==> config.mk <==
export PLATFORM = sky130hd
export DESIGN_NAME = three_channel_loudness_event_detector
export DESIGN_NICKNAME = d
export VERILOG_FILES = /design/src/rtl/core/lced_pkg.sv /design/src/rtl/core/three_channel_loudness_event_detector.sv /design/src/rtl/core/lced_front.sv /design/src/rtl/core/lced_queue.sv /design/src/rtl/core/lced_back.sv
export SDC_FILE = /design/constraint.sdc
export NUM_CORES = 1
export LEC_CHECK = 0
export CAP_MARGIN = 0
export CORE_AREA = 2 2 224 226
export CTS_CLUSTER_DIAMETER = 60
export DETAILED_ROUTE_END_ITERATION = 10
export DIE_AREA = 0 0 226 228
export DONT_BUFFER_PORTS = 1
export HOLD_SLACK_MARGIN = 0.05
export PLACE_DENSITY = 0.87
export SLEW_MARGIN = 20
export SYNTH_ARGS = -nofsm -noshare
export SYNTH_HDL_FRONTEND = slang
export SYNTH_SLANG_ARGS = --single-unit
export TNS_END_PERCENT = 1
==> constraint.sdc <==
create_clock -name clk -period 8.8 [get_ports clk]
set_clock_uncertainty 0.1 [all_clocks]
set_input_delay 1.76 -clock clk [delete_from_list [all_inputs] [get_ports clk]]
set_output_delay 1.76 -clock clk [all_outputs]
set_load 0.01 [all_outputs]
==> src/rtl/core/lced_pkg.sv <==
// Shared types and constants for the loudness event detector.
`timescale 1ns / 1ps

package lced_pkg;

    // Configuration register indexes
    localparam logic [2:0] REG_WINDOW_ROUNDS    = 3'd0;
    localparam logic [2:0] REG_LOUD_THRESHOLD   = 3'd1;
    localparam logic [2:0] REG_COOLDOWN_WINDOWS = 3'd2;
    localparam logic [2:0] REG_PERIODIC_WINDOWS = 3'd3;
    localparam logic [2:0] REG_WINDOW_MS        = 3'd4;

    localparam int CFG_INDEX_BITS = 3;
    localparam int CFG_DATA_BITS  = 16;

    // Configuration reset values
    localparam logic [15:0] RST_WINDOW_ROUNDS    = 16'd3000;
    localparam logic [11:0] RST_LOUD_THRESHOLD   = 12'd3000;
    localparam logic [7:0]  RST_COOLDOWN_WINDOWS = 8'd15;
    localparam logic [7:0]  RST_PERIODIC_WINDOWS = 8'd50;
    localparam logic [15:0] RST_WINDOW_MS        = 16'd300;

    localparam logic [15:0] FIRST_EVENT_NUMBER = 16'd1000;
    localparam logic [7:0]  WINDOW_COUNT_MAX   = 8'd255;
    localparam logic [6:0]  PCT_SCALE          = 7'd100;

    // Window queue between front and back
    localparam int QUEUE_DEPTH = 4;
    localparam int QUEUE_AW    = 2;

    typedef struct packed {
        logic [15:0] window_rounds;
        logic [11:0] loud_threshold;
        logic [7:0]  cooldown_windows;
        logic [7:0]  periodic_windows;
        logic [15:0] window_ms;
    } cfg_t;

    typedef struct packed {
        logic full;
        logic empty;
    } queue_status_t;

endpackage

==> src/rtl/core/three_channel_loudness_event_detector.sv <==
// Top level of the three-channel loudness event detector.
`timescale 1ns / 1ps

// Takes one round of microphone samples per transaction and tracks each
// channel's minimum and maximum across a window of window_rounds rounds. The
// round that closes a window produces one result transaction: the largest
// peak-to-peak span, the channel it came from (ties go to the lower
// channel), intensity as span*100/full-scale, a high alert (span above
// loud_threshold with the cooldown expired; it reloads the cooldown), a
// periodic flag after periodic_windows windows without an event, the event
// number (0 when neither fires, numbering from 1000) and the running time.
// Rate: one input transaction per clock; the front end only stalls when the
// four-entry window queue is full, which takes output back-pressure.
// A window result goes through the queue, stage A, stage B and the result
// register; the back end is a three-stage pipeline that advances whenever
// its result register is empty or being taken. The user writes the
// configuration through cfg_we/cfg_index/cfg_data only while idle; the
// block does not enforce this. Writes to unknown indexes are dropped.

module three_channel_loudness_event_detector
    import lced_pkg::*;
#(
    parameter int SAMPLE_BITS = 12,
    parameter int CHANNELS    = 3
) (
    input  logic                 clk,
    input  logic                 rst_n,
    input  logic                 s_tvalid,
    output logic                 s_tready,
    // sample per channel from the lowest bit: sample_left, sample_front,
    // sample_right (SAMPLE_BITS each), zero padded to bytes
    input  logic [((CHANNELS*SAMPLE_BITS+7)/8)*8-1:0] s_tdata,
    output logic                 m_tvalid,
    input  logic                 m_tready,
    // from the lowest bit: peak_level, direction, intensity (7),
    // high_alert, periodic_event, event_number (16), time_ms (32),
    // cooldown_left (8), zero padded to bytes
    output logic [((SAMPLE_BITS+((CHANNELS>4)?3:2)+65+7)/8)*8-1:0] m_tdata,
    input  logic                 cfg_we,
    input  logic [CFG_INDEX_BITS-1:0] cfg_index,
    input  logic [CFG_DATA_BITS-1:0]  cfg_data
);

    localparam int DIR_BITS = (CHANNELS > 4) ? 3 : 2;
    localparam int IN_W     = CHANNELS * SAMPLE_BITS;
    localparam int OUT_BITS = ((SAMPLE_BITS + DIR_BITS + 65 + 7) / 8) * 8;

    cfg_t              cfg_reg;
    queue_status_t     q_status;
    logic              push;
    logic              pop;
    logic [IN_W-1:0]   push_span;
    logic [IN_W-1:0]   pop_span;

    // Hold configuration; ignore writes beyond the register list.
    always_ff @(posedge clk or negedge rst_n)
    begin
        if (!rst_n)
        begin
            cfg_reg.window_rounds    <= RST_WINDOW_ROUNDS;
            cfg_reg.loud_threshold   <= RST_LOUD_THRESHOLD;
            cfg_reg.cooldown_windows <= RST_COOLDOWN_WINDOWS;
            cfg_reg.periodic_windows <= RST_PERIODIC_WINDOWS;
            cfg_reg.window_ms        <= RST_WINDOW_MS;
        end
        else if (cfg_we)
        begin
            case (cfg_index)
                REG_WINDOW_ROUNDS:    cfg_reg.window_rounds    <= cfg_data;
                REG_LOUD_THRESHOLD:   cfg_reg.loud_threshold   <= cfg_data[11:0];
                REG_COOLDOWN_WINDOWS: cfg_reg.cooldown_windows <= cfg_data[7:0];
                REG_PERIODIC_WINDOWS: cfg_reg.periodic_windows <= cfg_data[7:0];
                REG_WINDOW_MS:        cfg_reg.window_ms        <= cfg_data;
                default:              ;
            endcase
        end
    end

    lced_front #(
        .SAMPLE_BITS (SAMPLE_BITS),
        .CHANNELS    (CHANNELS)
    ) u_front (
        .clk           (clk),
        .rst_n         (rst_n),
        .s_tvalid      (s_tvalid),
        .s_tready      (s_tready),
        .samples       (s_tdata[IN_W-1:0]),
        .window_rounds (cfg_reg.window_rounds),
        .q_status      (q_status),
        .push          (push),
        .span_vec      (push_span)
    );

    lced_queue #(
        .WIDTH (IN_W)
    ) u_queue (
        .clk       (clk),
        .rst_n     (rst_n),
        .push      (push),
        .push_data (push_span),
        .pop       (pop),
        .pop_data  (pop_span),
        .status    (q_status)
    );

    lced_back #(
        .SAMPLE_BITS (SAMPLE_BITS),
        .CHANNELS    (CHANNELS),
        .DIR_BITS    (DIR_BITS),
        .OUT_BITS    (OUT_BITS)
    ) u_back (
        .clk      (clk),
        .rst_n    (rst_n),
        .cfg      (cfg_reg),
        .q_status (q_status),
        .span_vec (pop_span),
        .pop      (pop),
        .m_tvalid (m_tvalid),
        .m_tready (m_tready),
        .m_tdata  (m_tdata)
    );

endmodule

==> src/rtl/core/lced_front.sv <==
// Front end: sample acceptance, per-channel min/max tracking and window closing.
`timescale 1ns / 1ps

module lced_front
    import lced_pkg::*;
#(
    parameter int SAMPLE_BITS = 12,
    parameter int CHANNELS    = 3
) (
    input  logic                          clk,
    input  logic                          rst_n,
    input  logic                          s_tvalid,
    output logic                          s_tready,
    input  logic [CHANNELS*SAMPLE_BITS-1:0] samples,
    input  logic [15:0]                   window_rounds,
    input  queue_status_t                 q_status,
    output logic                          push,
    output logic [CHANNELS*SAMPLE_BITS-1:0] span_vec
);

    localparam logic [SAMPLE_BITS-1:0] SAMPLE_MAX = {SAMPLE_BITS{1'b1}};

    logic [SAMPLE_BITS-1:0] max_reg [CHANNELS];
    logic [SAMPLE_BITS-1:0] min_reg [CHANNELS];
    logic [SAMPLE_BITS-1:0] max_next [CHANNELS];
    logic [SAMPLE_BITS-1:0] min_next [CHANNELS];
    logic [15:0]            round_reg;
    logic [15:0]            round_next;
    logic [15:0]            limit;
    logic                   window_end;
    logic                   accept;

    assign s_tready = !q_status.full;
    assign accept   = s_tvalid && s_tready;

    always_comb
    begin
        for (int c = 0; c < CHANNELS; c++)
        begin
            max_next[c] = (samples[c*SAMPLE_BITS +: SAMPLE_BITS] > max_reg[c])
                          ? samples[c*SAMPLE_BITS +: SAMPLE_BITS] : max_reg[c];
            min_next[c] = (samples[c*SAMPLE_BITS +: SAMPLE_BITS] < min_reg[c])
                          ? samples[c*SAMPLE_BITS +: SAMPLE_BITS] : min_reg[c];
            span_vec[c*SAMPLE_BITS +: SAMPLE_BITS] = max_next[c] - min_next[c];
        end
    end

    // A zero window length acts as one round; a shortened length closes at once.
    assign limit      = (window_rounds == 16'd0) ? 16'd1 : window_rounds;
    assign round_next = round_reg + 16'd1;
    assign window_end = (round_next == 16'd0) || (round_next >= limit);
    assign push       = accept && window_end;

    always_ff @(posedge clk or negedge rst_n)
    begin
        if (!rst_n)
        begin
            round_reg <= '0;
            for (int c = 0; c < CHANNELS; c++)
            begin
                max_reg[c] <= '0;
                min_reg[c] <= SAMPLE_MAX;
            end
        end
        else if (accept)
        begin
            if (window_end)
            begin
                round_reg <= '0;
                for (int c = 0; c < CHANNELS; c++)
                begin
                    max_reg[c] <= '0;
                    min_reg[c] <= SAMPLE_MAX;
                end
            end
            else
            begin
                round_reg <= round_next;
                for (int c = 0; c < CHANNELS; c++)
                begin
                    max_reg[c] <= max_next[c];
                    min_reg[c] <= min_next[c];
                end
            end
        end
    end

endmodule

==> src/rtl/core/lced_queue.sv <==
// Short queue of closed-window spans between front and back.
`timescale 1ns / 1ps

module lced_queue
    import lced_pkg::*;
#(
    parameter int WIDTH = 36
) (
    input  logic             clk,
    input  logic             rst_n,
    input  logic             push,
    input  logic [WIDTH-1:0] push_data,
    input  logic             pop,
    output logic [WIDTH-1:0] pop_data,
    output queue_status_t    status
);

    logic [WIDTH-1:0]    mem [QUEUE_DEPTH];
    logic [QUEUE_AW-1:0] wr_ptr_reg;
    logic [QUEUE_AW-1:0] rd_ptr_reg;
    logic [QUEUE_AW:0]   count_reg;

    assign status.full  = (count_reg == (QUEUE_AW+1)'(QUEUE_DEPTH));
    assign status.empty = (count_reg == '0);
    assign pop_data     = mem[rd_ptr_reg];

    always_ff @(posedge clk)
    begin
        if (push)
        begin
            mem[wr_ptr_reg] <= push_data;
        end
    end

    always_ff @(posedge clk or negedge rst_n)
    begin
        if (!rst_n)
        begin
            wr_ptr_reg <= '0;
            rd_ptr_reg <= '0;
            count_reg  <= '0;
        end
        else
        begin
            if (push)
            begin
                wr_ptr_reg <= wr_ptr_reg + 1'b1;
            end
            if (pop)
            begin
                rd_ptr_reg <= rd_ptr_reg + 1'b1;
            end
            if (push && !pop)
            begin
                count_reg <= count_reg + 1'b1;
            end
            else if (pop && !push)
            begin
                count_reg <= count_reg - 1'b1;
            end
        end
    end

endmodule

==> src/rtl/core/lced_back.sv <==
// Back end: loudest channel, event decisions, intensity and result register.
`timescale 1ns / 1ps

module lced_back
    import lced_pkg::*;
#(
    parameter int SAMPLE_BITS = 12,
    parameter int CHANNELS    = 3,
    parameter int DIR_BITS    = 2,
    parameter int OUT_BITS    = 80
) (
    input  logic                            clk,
    input  logic                            rst_n,
    input  cfg_t                            cfg,
    input  queue_status_t                   q_status,
    input  logic [CHANNELS*SAMPLE_BITS-1:0] span_vec,
    output logic                            pop,
    output logic                            m_tvalid,
    input  logic                            m_tready,
    output logic [OUT_BITS-1:0]             m_tdata
);

    localparam int XW = SAMPLE_BITS + 7;
    localparam int QW = 8;
    localparam logic [XW:0] SAMPLE_MAX_X = (XW+1)'((1 << SAMPLE_BITS) - 1);

    logic advance;

    // Stage A: loudest channel
    logic                   valid_a_reg;
    logic [SAMPLE_BITS-1:0] peak_a_reg;
    logic [DIR_BITS-1:0]    dir_a_reg;
    logic [SAMPLE_BITS-1:0] peak_sel;
    logic [DIR_BITS-1:0]    dir_sel;

    // Stage B: event decisions and scaled peak
    logic                   valid_b_reg;
    logic [SAMPLE_BITS-1:0] peak_b_reg;
    logic [DIR_BITS-1:0]    dir_b_reg;
    logic [XW-1:0]          prod_b_reg;
    logic                   high_b_reg;
    logic                   periodic_b_reg;
    logic [15:0]            evnum_b_reg;
    logic [31:0]            time_b_reg;
    logic [7:0]             cool_b_reg;

    // Running event state
    logic [7:0]  cooldown_reg;
    logic [7:0]  wse_reg;
    logic [15:0] next_ev_reg;
    logic [31:0] elapsed_reg;
    logic [7:0]  cd_dec;
    logic [7:0]  wse_inc;
    logic [31:0] elapsed_next;
    logic        high;
    logic        periodic;
    logic        trigger;

    // Stage C: divide by full scale, result register
    logic [XW:0]  x_ext;
    logic [XW:0]  q_sum;
    logic [QW-1:0] q0;
    logic [XW:0]  q_times_max;
    logic [XW:0]  rem;
    logic [6:0]   pct;
    logic         out_valid_reg;
    logic [OUT_BITS-1:0] out_data_reg;

    // The whole back pipeline moves together whenever the result slot frees.
    assign advance = !out_valid_reg || m_tready;
    assign pop     = advance && !q_status.empty;

    always_comb
    begin
        peak_sel = span_vec[SAMPLE_BITS-1:0];
        dir_sel  = '0;
        for (int c = 1; c < CHANNELS; c++)
        begin
            if (span_vec[c*SAMPLE_BITS +: SAMPLE_BITS] > peak_sel)
            begin
                peak_sel = span_vec[c*SAMPLE_BITS +: SAMPLE_BITS];
                dir_sel  = DIR_BITS'(c);
            end
        end
    end

    always_comb
    begin
        cd_dec       = (cooldown_reg != 8'd0) ? cooldown_reg - 8'd1 : 8'd0;
        wse_inc      = (wse_reg != WINDOW_COUNT_MAX) ? wse_reg + 8'd1 : WINDOW_COUNT_MAX;
        elapsed_next = elapsed_reg + 32'(cfg.window_ms);
        high         = (17'(peak_a_reg) > 17'(cfg.loud_threshold)) && (cd_dec == 8'd0);
        periodic     = (wse_inc >= cfg.periodic_windows);
        trigger      = high || periodic;
    end

    // Quotient by 2^n - 1: estimate, then one correction step.
    always_comb
    begin
        x_ext       = (XW+1)'(prod_b_reg);
        q_sum       = x_ext + (x_ext >> SAMPLE_BITS);
        q0          = QW'(q_sum >> SAMPLE_BITS);
        q_times_max = ((XW+1)'(q0) << SAMPLE_BITS) - (XW+1)'(q0);
        rem         = x_ext - q_times_max;
        pct         = 7'(q0) + ((rem >= SAMPLE_MAX_X) ? 7'd1 : 7'd0);
    end

    always_ff @(posedge clk)
    begin
        if (advance)
        begin
            peak_a_reg <= peak_sel;
            dir_a_reg  <= dir_sel;
            peak_b_reg <= peak_a_reg;
            dir_b_reg  <= dir_a_reg;
            prod_b_reg <= XW'(peak_a_reg) * XW'(PCT_SCALE);
            high_b_reg     <= high;
            periodic_b_reg <= periodic;
            evnum_b_reg    <= trigger ? next_ev_reg : 16'd0;
            time_b_reg     <= elapsed_next;
            cool_b_reg     <= high ? cfg.cooldown_windows : cd_dec;
            out_data_reg   <= OUT_BITS'({cool_b_reg, time_b_reg, evnum_b_reg,
                                         periodic_b_reg, high_b_reg, pct,
                                         dir_b_reg, peak_b_reg});
        end
    end

    always_ff @(posedge clk or negedge rst_n)
    begin
        if (!rst_n)
        begin
            valid_a_reg   <= 1'b0;
            valid_b_reg   <= 1'b0;
            out_valid_reg <= 1'b0;
            cooldown_reg  <= '0;
            wse_reg       <= '0;
            next_ev_reg   <= FIRST_EVENT_NUMBER;
            elapsed_reg   <= '0;
        end
        else if (advance)
        begin
            valid_a_reg   <= !q_status.empty;
            valid_b_reg   <= valid_a_reg;
            out_valid_reg <= valid_b_reg;
            if (valid_a_reg)
            begin
                cooldown_reg <= high ? cfg.cooldown_windows : cd_dec;
                wse_reg      <= trigger ? 8'd0 : wse_inc;
                next_ev_reg  <= next_ev_reg + (trigger ? 16'd1 : 16'd0);
                elapsed_reg  <= elapsed_next;
            end
        end
    end

    assign m_tvalid = out_valid_reg;
    assign m_tdata  = out_data_reg;

endmodule

==> summary.md, run 1 <==
| Metric | Value |
|---|---|
| Status | `completed` |
| Initial DRT Pass Iterations | `6` |
| CTS tree | `yes` |
| CP Cell Sequence | `buf_4 -> mux4_2 -> ha_1 -> a21o_1 -> a21o_1 -> a21oi_1 -> nor2_1 -> a211oi_1 -> a21oi_1 -> buf_4 -> mux2_2 -> ha_1 -> nor2b_1 -> o21ai_0 -> nand2b_1 -> a21oi_1 -> or3_1 -> a21oi_1 -> buf_4 -> nand2_1 -> o21a_1` |
| Worst reg2reg setup slack | `2.69 ns` |
| Count of cells along the worst hold path | `0` |
| Total negative slack | `0 ns` |
| Row count | `a little over 80` |
| # resized after CTS | `0` |
| Final net count | `2836` |
| Largest buffer count on any clock path | `3` |
| Drt total wl | `63950 um` |
| DP Area | `a little over 30000 sq um` |
| Chip width | `226 um` |
| Async S/R FF share, synth | `40.73%` |
| Switch share | `39.64%` |
| Comb pwr share | `roughly 47%` |
| Worst Hold Launch | `u_back.peak_b_reg[6]` |
| Post-synthesis cell type count | `85` |
| Avg WL per Cell | `19.89 um` |
| Met2 Resource Use GR | `a little over two fifths` |
| Clk_lat worst skew | `0.67 ns` |
| Residual DRC | `0` |
| Global route overflow | `0` |
| Final HPWL DP | `43130 um` |
| GP Congestion | `roughly 0.9` |
| Switching pwr | `about 5.7 mW` |
| Area Growth Syn to Fin | `9.965%` |
| Synth area leader | `edfxtp_1` |
| Core area | `roughly 49000 sq um` |
| Syn Nets | `2826` |
| Count of final hold-check violations | `0` |
| Clk pwr share | `18.8%` |
| Setup Fix Bufs, Post-CTS | `0` |
| Leak | `13.98 nW` |
| Via count | `around 20000` |
| IO buf count | `0` |
| Fraction of layout cells with a size suffix above 1 | `about 14%` |
| Synthesized area | `29580 sq um` |
| Synthesized flop and latch total | `545` |
| FF-to-FF End | `u_back.peak_a_reg[0]` |
| Unrepaired setup endpoints after global routing | `false` |
| CP dominant cell by count | `a21oi_1` |
| Die footprint | `51530 sq um` |
| Largest net degree at the start of global routing | `223` |
| Number of synthesized flops with an enable pin | `323` |
| Ports | `about 150` |
| Cell-internal power | `8.672 mW` |
| Seq/Total Area, Yosys | `51.85%` |
| Reg power frac | `around a third` |
| Max Fanout on Critical Path | `21` |
| CP max-delay cell | `dfrtp_2` |
| Initial antenna violation count | `1` |
| Antenna fix cells | `0` |
| Final instance area | `roughly 33000 sq um` |
| YS warnings | `0` |
| Hold Crit Class | `reg2reg` |
| Max Freq | `163.8 MHz` |
| Met1 usage | `about a third` |
| Slew @ Worst Pin | `0.9580 ns` |
| Final setup vio count | `0` |
| Avg Cell Area, Syn | `11.92 sq um` |
| Most used DFF post-synth | `edfxtp_1` |
| H-tree Lvls | `2` |
| Die Ht | `228 um` |
| Hold_buf cts | `0` |
| Worst Path Arrival | `between 6 and 7 ns` |
| Total clock sinks | `545` |
| Number of global-route vias before repair | `about 20000` |
| Hold WS | `0.2824 ns` |
| R2R depth | `21` |
| First-pass GRT wire length | `103800 um` |
| Max reg flops | `144` |
| # Max-Cap Violations | `0` |
| Busiest grt layer | `met2` |
| CTS Root Cell | `clkbuf_16` |
| Slowest stage delay, CP | `approximately 0.77 ns` |
| Grt met3 use | `approximately 4.8%` |
| Hold worst-path end | `u_back.m_tdata[6]` |
| Max Slew Vio Count | `0` |
| Yosys top cell area share | `32.79%` |
| Post-Syn Instances | `approximately 2500` |
| Antenna-violating nets left | `0` |
| CP Class | `reg2reg` |
| Ranking of synthesized cells by area | `edfxtp_1, dfrtp_1, ha_1, dfstp_2, mux2_2` |
| Vias/cell | `between 6 and 7` |
| DR iter-0 viols | `~1700` |
| Initial Utilization | `59.94%` |
| Slew headroom | `36.14%` |
| VDD IR max | `a little under 300 uV` |
| Setup crit start kind | `register` |
| Worst r2r src | `u_queue.rd_ptr_reg[0]` |
| Post-layout min period | `6.106 ns` |
| CTS Buf Count | `60` |
| Fin crit share | `69.39%` |
| Critical Path Sink Type | `register` |
| Pwr Density | `441.6 nW/um^2` |
| GRT Total Usage | `25.26%` |
| Final core utilization | `65.92%` |
| Worst path required time | `9.06 ns` |
| Clock-pin slew on the worst setup and hold paths | `approximately 0.070 ns` |
==> routing by layer <==
layer | wire length [um] | up-vias
li1 | - | 9083
met1 | 25390 | 9737
met2 | 31450 | 773
met3 | 4213 | 189
met4 | 2889 | 2
met5 | 13 | -
==> area by class of cell <==
class | instances | area (sq um)
Clock buffer | 71 | 1573
Clock inverter | 43 | 620.6
Fill cell | 3333 | 16820
Inverter | 220 | 825.8
Multi-Input combinational cell | 1641 | 13150
Sequential cell | 545 | 15340
Tap cell | 672 | 840.8
Timing Repair Buffer | 24 | 180.2
==> cells by family after synthesis <==
kind of cell,synth area share (%)
DFF,51.85
other,0.01268
muxes,7.376
buffers and inverters,3.942
adders and majority gates,12.15
AOI/OAI and AO/OA,10.48
and+or+nand+nor,10.02
xor gates and xnor gates,4.170
==> Yosys cell counts (18+ instances only) <==
cell      instances
edfxtp_1        323
ha_1            268
inv_1           220
nand2_1         184
dfrtp_1         155
nor2_1          129
o21ai_0          95
a21oi_1          87
xnor2_1          85
mux2_2           81
dfstp_2          67
xor2_1           54
clkbuf_1         53
nor3_1           51
mux2i_1          47
a21o_1           44
nand4_1          44
a22o_1           39
a31oi_1          39
mux4_2           35
nand3_1          35
and2_1           29
nor2b_1          28
and3_1           19
nand2b_1         18
==> worst max-delay path, delay by kind of cell, from the launching register on <==
family | cells | cell delay [ns]
and+or+nand+nor | 5 | 0.64
buffers and inverters | 3 | 1.05
AOI/OAI and AO/OA | 9 | 1.77
DFF | 1 | 0.77
muxes | 2 | 0.92
adders and majority gates | 2 | 0.54
==> stage by stage <==
stage | instances | power, mW | worst slack, ns
2_1_floorplan | 2482 | 9.822 | 2.904
3_3_place_gp | 3102 | 11.01 | 2.667
3_5_place_dp | 3102 | 11.46 | 2.480
4_1_cts | 3216 | 14.31 | 2.732
5_1_grt | 3216 | 15.38 | 2.337
6_report | 3216 | 14.37 | 2.694
==> power groups by stage <==
stage,Sequential (mW),Clock (mW),Combinational [mW]
floorplan,4.66,0,5.16
global placement,4.84,0,6.16
detailed placement,4.89,0,6.57
CTS,4.86,2.74,6.71
global route,4.95,2.85,7.58
finish,4.86,2.70,6.80
==> how the worst max path moves through the flow <==
stage | startpoint | cells past startpoint | to
3_5_place_dp | s_tdata[19] | 18 | u_queue.mem[1][22]
2_1_floorplan | m_tready | 9 | u_back.next_ev_reg[11]
5_1_grt | u_queue.rd_ptr_reg[0] | 21 | u_back.peak_a_reg[0]
3_3_place_gp | s_tdata[19] | 18 | u_queue.mem[0][22]
6_report | u_queue.rd_ptr_reg[0] | 21 | u_back.peak_a_reg[0]
4_1_cts | u_queue.rd_ptr_reg[0] | 21 | u_back.peak_a_reg[0]
==> cells in the final DEF, fill, tap and decap left out, types with 35 or more instances in the layout <==
cell,instances
xor2_1,54
nand3_1,35
mux4_2,35
edfxtp_1,323
o21ai_0,95
mux2i_1,47
nand4_1,44
clkbuf_16,60
xnor2_1,85
nor3_1,50
nor2_1,128
mux2_2,81
inv_1,220
dfrtp_1,154
nand2_1,184
a21oi_1,86
dfstp_2,67
a21o_1,44
a31oi_1,39
a22o_1,39
ha_1,268
(Power assumes the default switching activity.)
==> inputs of run 2 (changes only) <==
--- a/config.mk
+++ b/config.mk
@@ -5,14 +5,15 @@
 export SDC_FILE = /design/constraint.sdc
 export NUM_CORES = 1
 export LEC_CHECK = 0
+export ABC_AREA = 1
 export CAP_MARGIN = 0
-export CORE_AREA = 2 2 224 226
+export CORE_AREA = 2 2 233 235
 export CTS_CLUSTER_DIAMETER = 60
 export DETAILED_ROUTE_END_ITERATION = 10
-export DIE_AREA = 0 0 226 228
+export DIE_AREA = 0 0 235 237
 export DONT_BUFFER_PORTS = 1
 export HOLD_SLACK_MARGIN = 0.05
-export PLACE_DENSITY = 0.87
+export PLACE_DENSITY = 0.88
 export SLEW_MARGIN = 20
 export SYNTH_ARGS = -nofsm -noshare
 export SYNTH_HDL_FRONTEND = slang
==> constraint.sdc (replaced) <==
create_clock -name clk -period 5.3 [get_ports clk]
set_clock_uncertainty 0.1 [all_clocks]
set_input_delay 1.06 -clock clk [delete_from_list [all_inputs] [get_ports clk]]
set_output_delay 1.06 -clock clk [all_outputs]
set_load 0.01 [all_outputs]
==> run 2 against run 1 <==
Compared with the run above:
- the flow now finishes with violations (DRC)
- area after synthesis grew 4.9%
- setup slack lost 2.4 ns
- final cell count grew 31%
- non-clock buffer count grew 14
- via count grew 22%
- count of clock-buffer cells in the layout shrank 1
- fmax grew 22%
- utilization shrank 2.2 points
- worst hold slack lost 0.15 ns
- register-to-register slack lost 2.4 ns
- sequential share of layout area shrank 2.0 points
- design area grew 4.4%
- critical endpoint is now u_back.m_tdata[20]
==> summary.md, run 2 <==
| Metric | Value |
|---|---|
| Reg area | `15340 sq um` |
| Post-synthesis cell type count | `56` |
| Post-synth top cells | `nand2_1, inv_1, edfxtp_1` |
| Fin crit share | `94.76%` |
| CP Class | `reg2reg` |
| Core area | `53280 sq um` |
| Setup crit start | `u_back.prod_b_reg[6]` |
| Global route overflow | `0` |
| Initial antenna violation count | `3` |
| # fillers | `3947` |
| Slew @ Worst Pin | `1.294 ns` |
| Antenna fix cells | `0` |
| Chip width | `235 um` |
| R2R depth | `33` |
| Hold Crit Class | `in2async` |
| Largest buffer count on any clock path | `3` |
| Max reg flops | `144` |
| Max Freq | `roughly 200 MHz` |
| Count of final hold-check violations | `0` |
| Worst r2r src | `u_back.prod_b_reg[6]` |
| Footprint of the multi-input gates | `13780 sq um` |
| CTS Root Cell | `clkbuf_16` |
| CTS tree | `yes` |
| Synth area leader | `edfxtp_1` |
| Initial DRT Pass Iterations | `9` |
| Number of synthesized flops with an enable pin | `323` |
| # Max-Cap Violations | `0` |
| Post-layout min period | `5.022 ns` |
| Number of global-route vias before repair | `23621` |
| Final setup vio count | `0` |
| Synthesized area | `between 30000 and 40000 sq um` |
| CP max-delay cell | `edfxtp_1` |
| Die Ht | `237 um` |
| Worst Path Arrival | `between 5 and 6 ns` |
| Most common cell in the netlist | `nand2_1` |
| Ranking of synthesized cells by area | `edfxtp_1, dfrtp_1, nand2_1, ha_1, dfstp_2` |
| Area Growth Syn to Fin | `9.409%` |
| First-pass GRT wire length | `114800 um` |
| Avg WL per Cell | `~17 um` |
| Syn Nets | `3826` |
| Ports | `146` |
| Via count | `24218` |
| Largest net degree at the start of global routing | `167` |
| Worst path required time | `~5.6 ns` |
| Die footprint | `55700 sq um` |
| Vias/cell | `around 5.7` |
| Synthesized flop and latch total | `545` |
| Final net count | `3828` |
| YS warnings | `0` |
| Worst Setup EP | `u_back.m_tdata[20]` |
| CP dominant cell by count | `nand2_1` |
| IO buf count | `0` |
| H-tree Lvls | `2` |
| Most used DFF post-synth | `edfxtp_1` |
| Clk_lat worst skew | `0.65 ns` |
| Initial Utilization | `58.23%` |
| FF-to-FF End | `u_back.m_tdata[20]` |
| Failing checks | `DRC` |
| Max Fanout on Critical Path | `5` |
| Residual DRC | `1` |
| DP Area | `~32000 sq um` |
| Max Slew Vio Count | `0` |
| Async S/R FF share, synth | `40.73%` |
| Avg Cell Area, Syn | `slightly below 9 sq um` |
| Total clock sinks | `545` |
| Antenna-violating nets left | `0` |
| Fraction of layout cells with a size suffix above 1 | `7.390%` |
| GRT Total Usage | `25.12%` |
| DR iter-0 viols | `around 2300` |
| Yosys top cell area share | `31.26%` |
| Worst reg2reg setup slack | `0.28 ns` |
| Drt total wl | `71230 um` |
| Final instance area | `33950 sq um` |
| Unrepaired setup endpoints after global routing | `true` |
| Row count | `85` |
| Slowest stage delay, CP | `0.44 ns` |
| Clock-pin slew on the worst setup and hold paths | `0.06 ns` |
| Slew headroom | `13.01%` |
| Status | `complete, but fails checks` |
| Final HPWL DP | `48490 um` |
| Commonest non-fill, non-tap cell in the layout | `nand2_1` |
| GP Congestion | `0.9364` |
| Setup crit start kind | `register` |
| Critical Path Sink Type | `register` |
| Commonest non-fill, non-tap cells in the layout | `nand2_1, inv_1, edfxtp_1` |
| CTS Buf Count | `56` |
| Post-Syn Instances | `3482` |
| Seq/Total Area, Yosys | `49.44%` |
==> run 2: cell families after synthesis <==
group           Yosys count  synth area share (%)
simple gates           1525                 20.85
flops                   545                 49.44
compound gates          530                 9.126
buf+inv                 508                 6.360
fa+ha+maj               280                 11.58
xor+xnor                 92                 2.597
other cells               1               0.01209
mux                       1               0.03629
==> run 2: how the worst min path moves through the flow <==
stage               cells after the start  slack, ns              endpoint
floorplan                               0       0.30   u_back.dir_b_reg[0]
global placement                        0       0.30    u_back.m_tdata[34]
detailed placement                      0       0.30   u_back.dir_b_reg[0]
CTS                                     0       0.05    u_front.max_reg[6]
global route                            0       0.08  u_queue.count_reg[2]
finish                                  0       0.13    u_front.max_reg[6]
==> run 2: stage by stage <==
stage | setup WS, ns | TNS [ns] | utilization (%) | hold slack [ns] | std cells
floorplan | 0.002767 | 0 | - | 0.3003 | 3482
global placement | 0.4662 | 0 | 59.62 | 0.3008 | 4114
detailed placement | 0.2193 | 0 | 59.62 | 0.3045 | 4114
CTS | 0.1657 | 0 | 63.58 | 0.05102 | 4222
global route | -0.1239 | -0.1239 | 63.71 | 0.08005 | 4228
finish | 0.2780 | 0 | 63.71 | 0.1339 | 4228
==> run 2: cell type report <==
| type | count | share of cell area (%) |
|---|---|---|
| Tap cell | 696 | 2.565 |
| Clock buffer | 70 | 4.548 |
| Clock inverter | 36 | 1.537 |
| Timing Repair Buffer | 38 | 0.9510 |
| Inverter | 414 | 4.618 |
| Sequential cell | 545 | 45.19 |
| Multi-Input combinational cell | 2429 | 40.59 |
==> run 2: repair_timing <==
item                                    4_1_cts  5_1_grt
gates resized for setup                       0        9
hold endpoints to repair                     34        0
hold buffers                                  2        0
endpoints found under the setup margin        0       18
buffers inserted                              0        6
==> run 2: metal layers <==
metal | global-route usage, % | wire length (um) | vias to the layer above
met2 | 41.57 | 33890 | 1092
met5 | 0 | 29 | -
met4 | 11.47 | 2901 | 4
li1 | - | - | 11594
met1 | 32.30 | 28420 | 11327
met3 | 4.558 | 5996 | 201
==> run 2: worst max-delay path: cells and delay by family (launching register included) <==
kind / cells / cell delay [ns]
buffers and inverters: 4 / 0.26
AND/OR/NAND/NOR: 21 / 2.00
AO/OA/AOI/OAI: 1 / 0.09
XOR/XNOR: 1 / 0.14
flip-flops: 1 / 0.44
adder cells (fa/ha/maj): 6 / 1.73
Power of run 2 is not shown: default switching activity piles up to over one toggle a cycle in this logic, so the estimate is an artifact.
==> inputs of run 3 (changes only) <==
==> constraint.sdc (replaced) <==
create_clock -name clk -period 5.3 [get_ports clk]
set_clock_uncertainty 0.1 [all_clocks]
set_input_delay 1.06 -clock clk [delete_from_list [all_inputs] [get_ports clk]]
set_output_delay 1.06 -clock clk [all_outputs]
set_load 0.1 [all_outputs]
==> run 3 against run 2 <==
Compared with the run above:
- the flow now finishes without violations
- design area fell by 0.43%
- utilization shrank 0.27 points
- via count down 0.42%
- setup slack gained 0.0092 ns
- critical path depth is 1 higher
- global-route usage fell by 0.74 points
- register-to-register slack barely moved
- non-clock buffer count up 1
- worst hold slack got worse by 0.018 ns
- routed wire length decreased by 3.4%
- largest cell class unchanged
==> summary.md, run 3 (synthesis results as in run 2) <==
| Metric | Value |
|---|---|
| Status | `completed` |
| Clk_lat worst skew | `between 0.6 and 0.7 ns` |
| Worst Path Arrival | `roughly 5.3 ns` |
| Commonest non-fill, non-tap cells in the layout | `nand2_1, inv_1, edfxtp_1` |
| Fraction of layout cells with a size suffix above 1 | `7.129%` |
| Antenna-violating nets left | `0` |
| Clock-pin slew on the worst setup and hold paths | `0.06 ns` |
| # Max-Cap Violations | `0` |
| H-tree Lvls | `2` |
| Final HPWL DP | `47180 um` |
| GRT Total Usage | `roughly 24%` |
| Slew @ Worst Pin | `~1.1 ns` |
| FF-to-FF End | `u_back.m_tdata[20]` |
| Max Fanout on Critical Path | `5` |
| Core area | `53280 sq um` |
| Worst reg2reg setup slack | `0.29 ns` |
| Initial antenna violation count | `3` |
| Initial DRT Pass Iterations | `7` |
| Total negative slack | `0 ns` |
| Max reg flops | `144` |
| Global route overflow | `0` |
| CP max-delay cell | `edfxtp_1` |
| # fillers | `between 4000 and 5000` |
| Final net count | `3830` |
| DR iter-0 viols | `2241` |
| Row count | `85` |
| CP Class | `reg2reg` |
| Vias/cell | `around 5.7` |
| IO buf count | `0` |
| Worst path required time | `5.56 ns` |
| Commonest non-fill, non-tap cell in the layout | `nand2_1` |
| Slew headroom | `a little over a quarter` |
| First-pass GRT wire length | `112100 um` |
| Avg WL per Cell | `around 16 um` |
| Residual DRC | `0` |
| Slowest stage delay, CP | `0.44 ns` |
| Max Freq | `199.5 MHz` |
| Die footprint | `55700 sq um` |
| Setup crit start kind | `register` |
| Number of global-route vias before repair | `23321` |
| R2R depth | `34` |
| Unrepaired setup endpoints after global routing | `true` |
| CTS Root Cell | `clkbuf_16` |
| Die Ht | `237 um` |
| Hold Crit Class | `in2async` |
| Chip width | `235 um` |
| Post-layout min period | `5.013 ns` |
| Drt total wl | `about 69000 um` |
| Via count | `about 24000` |
| Final setup vio count | `0` |
| Largest buffer count on any clock path | `3` |
| Crit path buffers/inverters | `4` |
| CP dominant cell by count | `nand2_1` |
| WP depth | `34` |
| CP top delay family | `simple AND/OR/NAND/NOR gates` |
| Max Slew Vio Count | `0` |
| Fin crit share | `94.58%` |
| GP Congestion | `0.9335` |
| Ports | `146` |
| Area Growth Syn to Fin | `8.941%` |
| CTS Buf Count | `between 50 and 60` |
| Worst r2r src | `u_back.prod_b_reg[16]` |
| Critical Path Sink Type | `register` |
| Largest net degree at the start of global routing | `183` |
| Initial Utilization | `58.23%` |
| Total clock sinks | `545` |
| CTS tree | `yes` |
| Count of final hold-check violations | `0` |
| Antenna fix cells | `0` |
[run 3: repair_timing]
action	CTS	global route
endpoints found under the setup margin	0	15
hold buffers	2	0
buffers inserted	0	5
gates resized for setup	0	3
hold endpoints to repair	50	0
[run 3: routing by layer]
metal | up-vias | routed length (um) | global-route usage (%)
met3 | 161 | 5214 | 4.500
met1 | 11383 | 28700 | 31.58
met4 | 6 | 1902 | 8.631
li1 | 11618 | - | -
met2 | 949 | 32930 | 41.19
met5 | - | 39 | 0
[run 3: final cells by class]
class                   count  area, sq um  share of cell area (%)
clock inverters            33        375.4                   1.111
well taps                 696        870.8                   2.576
clock buffers              75         1546                   4.575
repair buffers             39        331.6                  0.9810
multi-input cells        2429        13770                   40.75
flip-flops and latches    545        15340                   45.39
inverters                 414         1562                   4.620
[run 3: through the flow]
stage / hold WS, ns / setup WS [ns] / std cells / cell area (sq um) / util [%]
2_1_floorplan: 0.3003 / 0.002888 / 3482 / 31040 / -
3_3_place_gp: 0.3004 / 0.4307 / 4116 / 31790 / 59.65
3_5_place_dp: 0.3045 / 0.3199 / 4116 / 31790 / 59.65
4_1_cts: 0.05009 / 0.2776 / 4226 / 33740 / 63.33
5_1_grt: 0.08181 / -0.06278 / 4231 / 33800 / 63.44
6_report: 0.1157 / 0.2871 / 4231 / 33800 / 63.44
[run 3: worst max-delay path by stage]
stage	to	slack [ns]	startpoint
global placement	u_back.m_tdata[20]	0.43	u_back.prod_b_reg[16]
detailed placement	u_back.m_tdata[20]	0.32	u_back.prod_b_reg[16]
global route	u_back.m_tdata[20]	-0.06	u_back.prod_b_reg[15]
finish	u_back.m_tdata[20]	0.29	u_back.prod_b_reg[16]
floorplan	u_queue.count_reg[2]	0.003	m_tready
CTS	u_back.m_tdata[20]	0.28	u_back.prod_b_reg[16]
Power of run 3 is left out for the same reason.
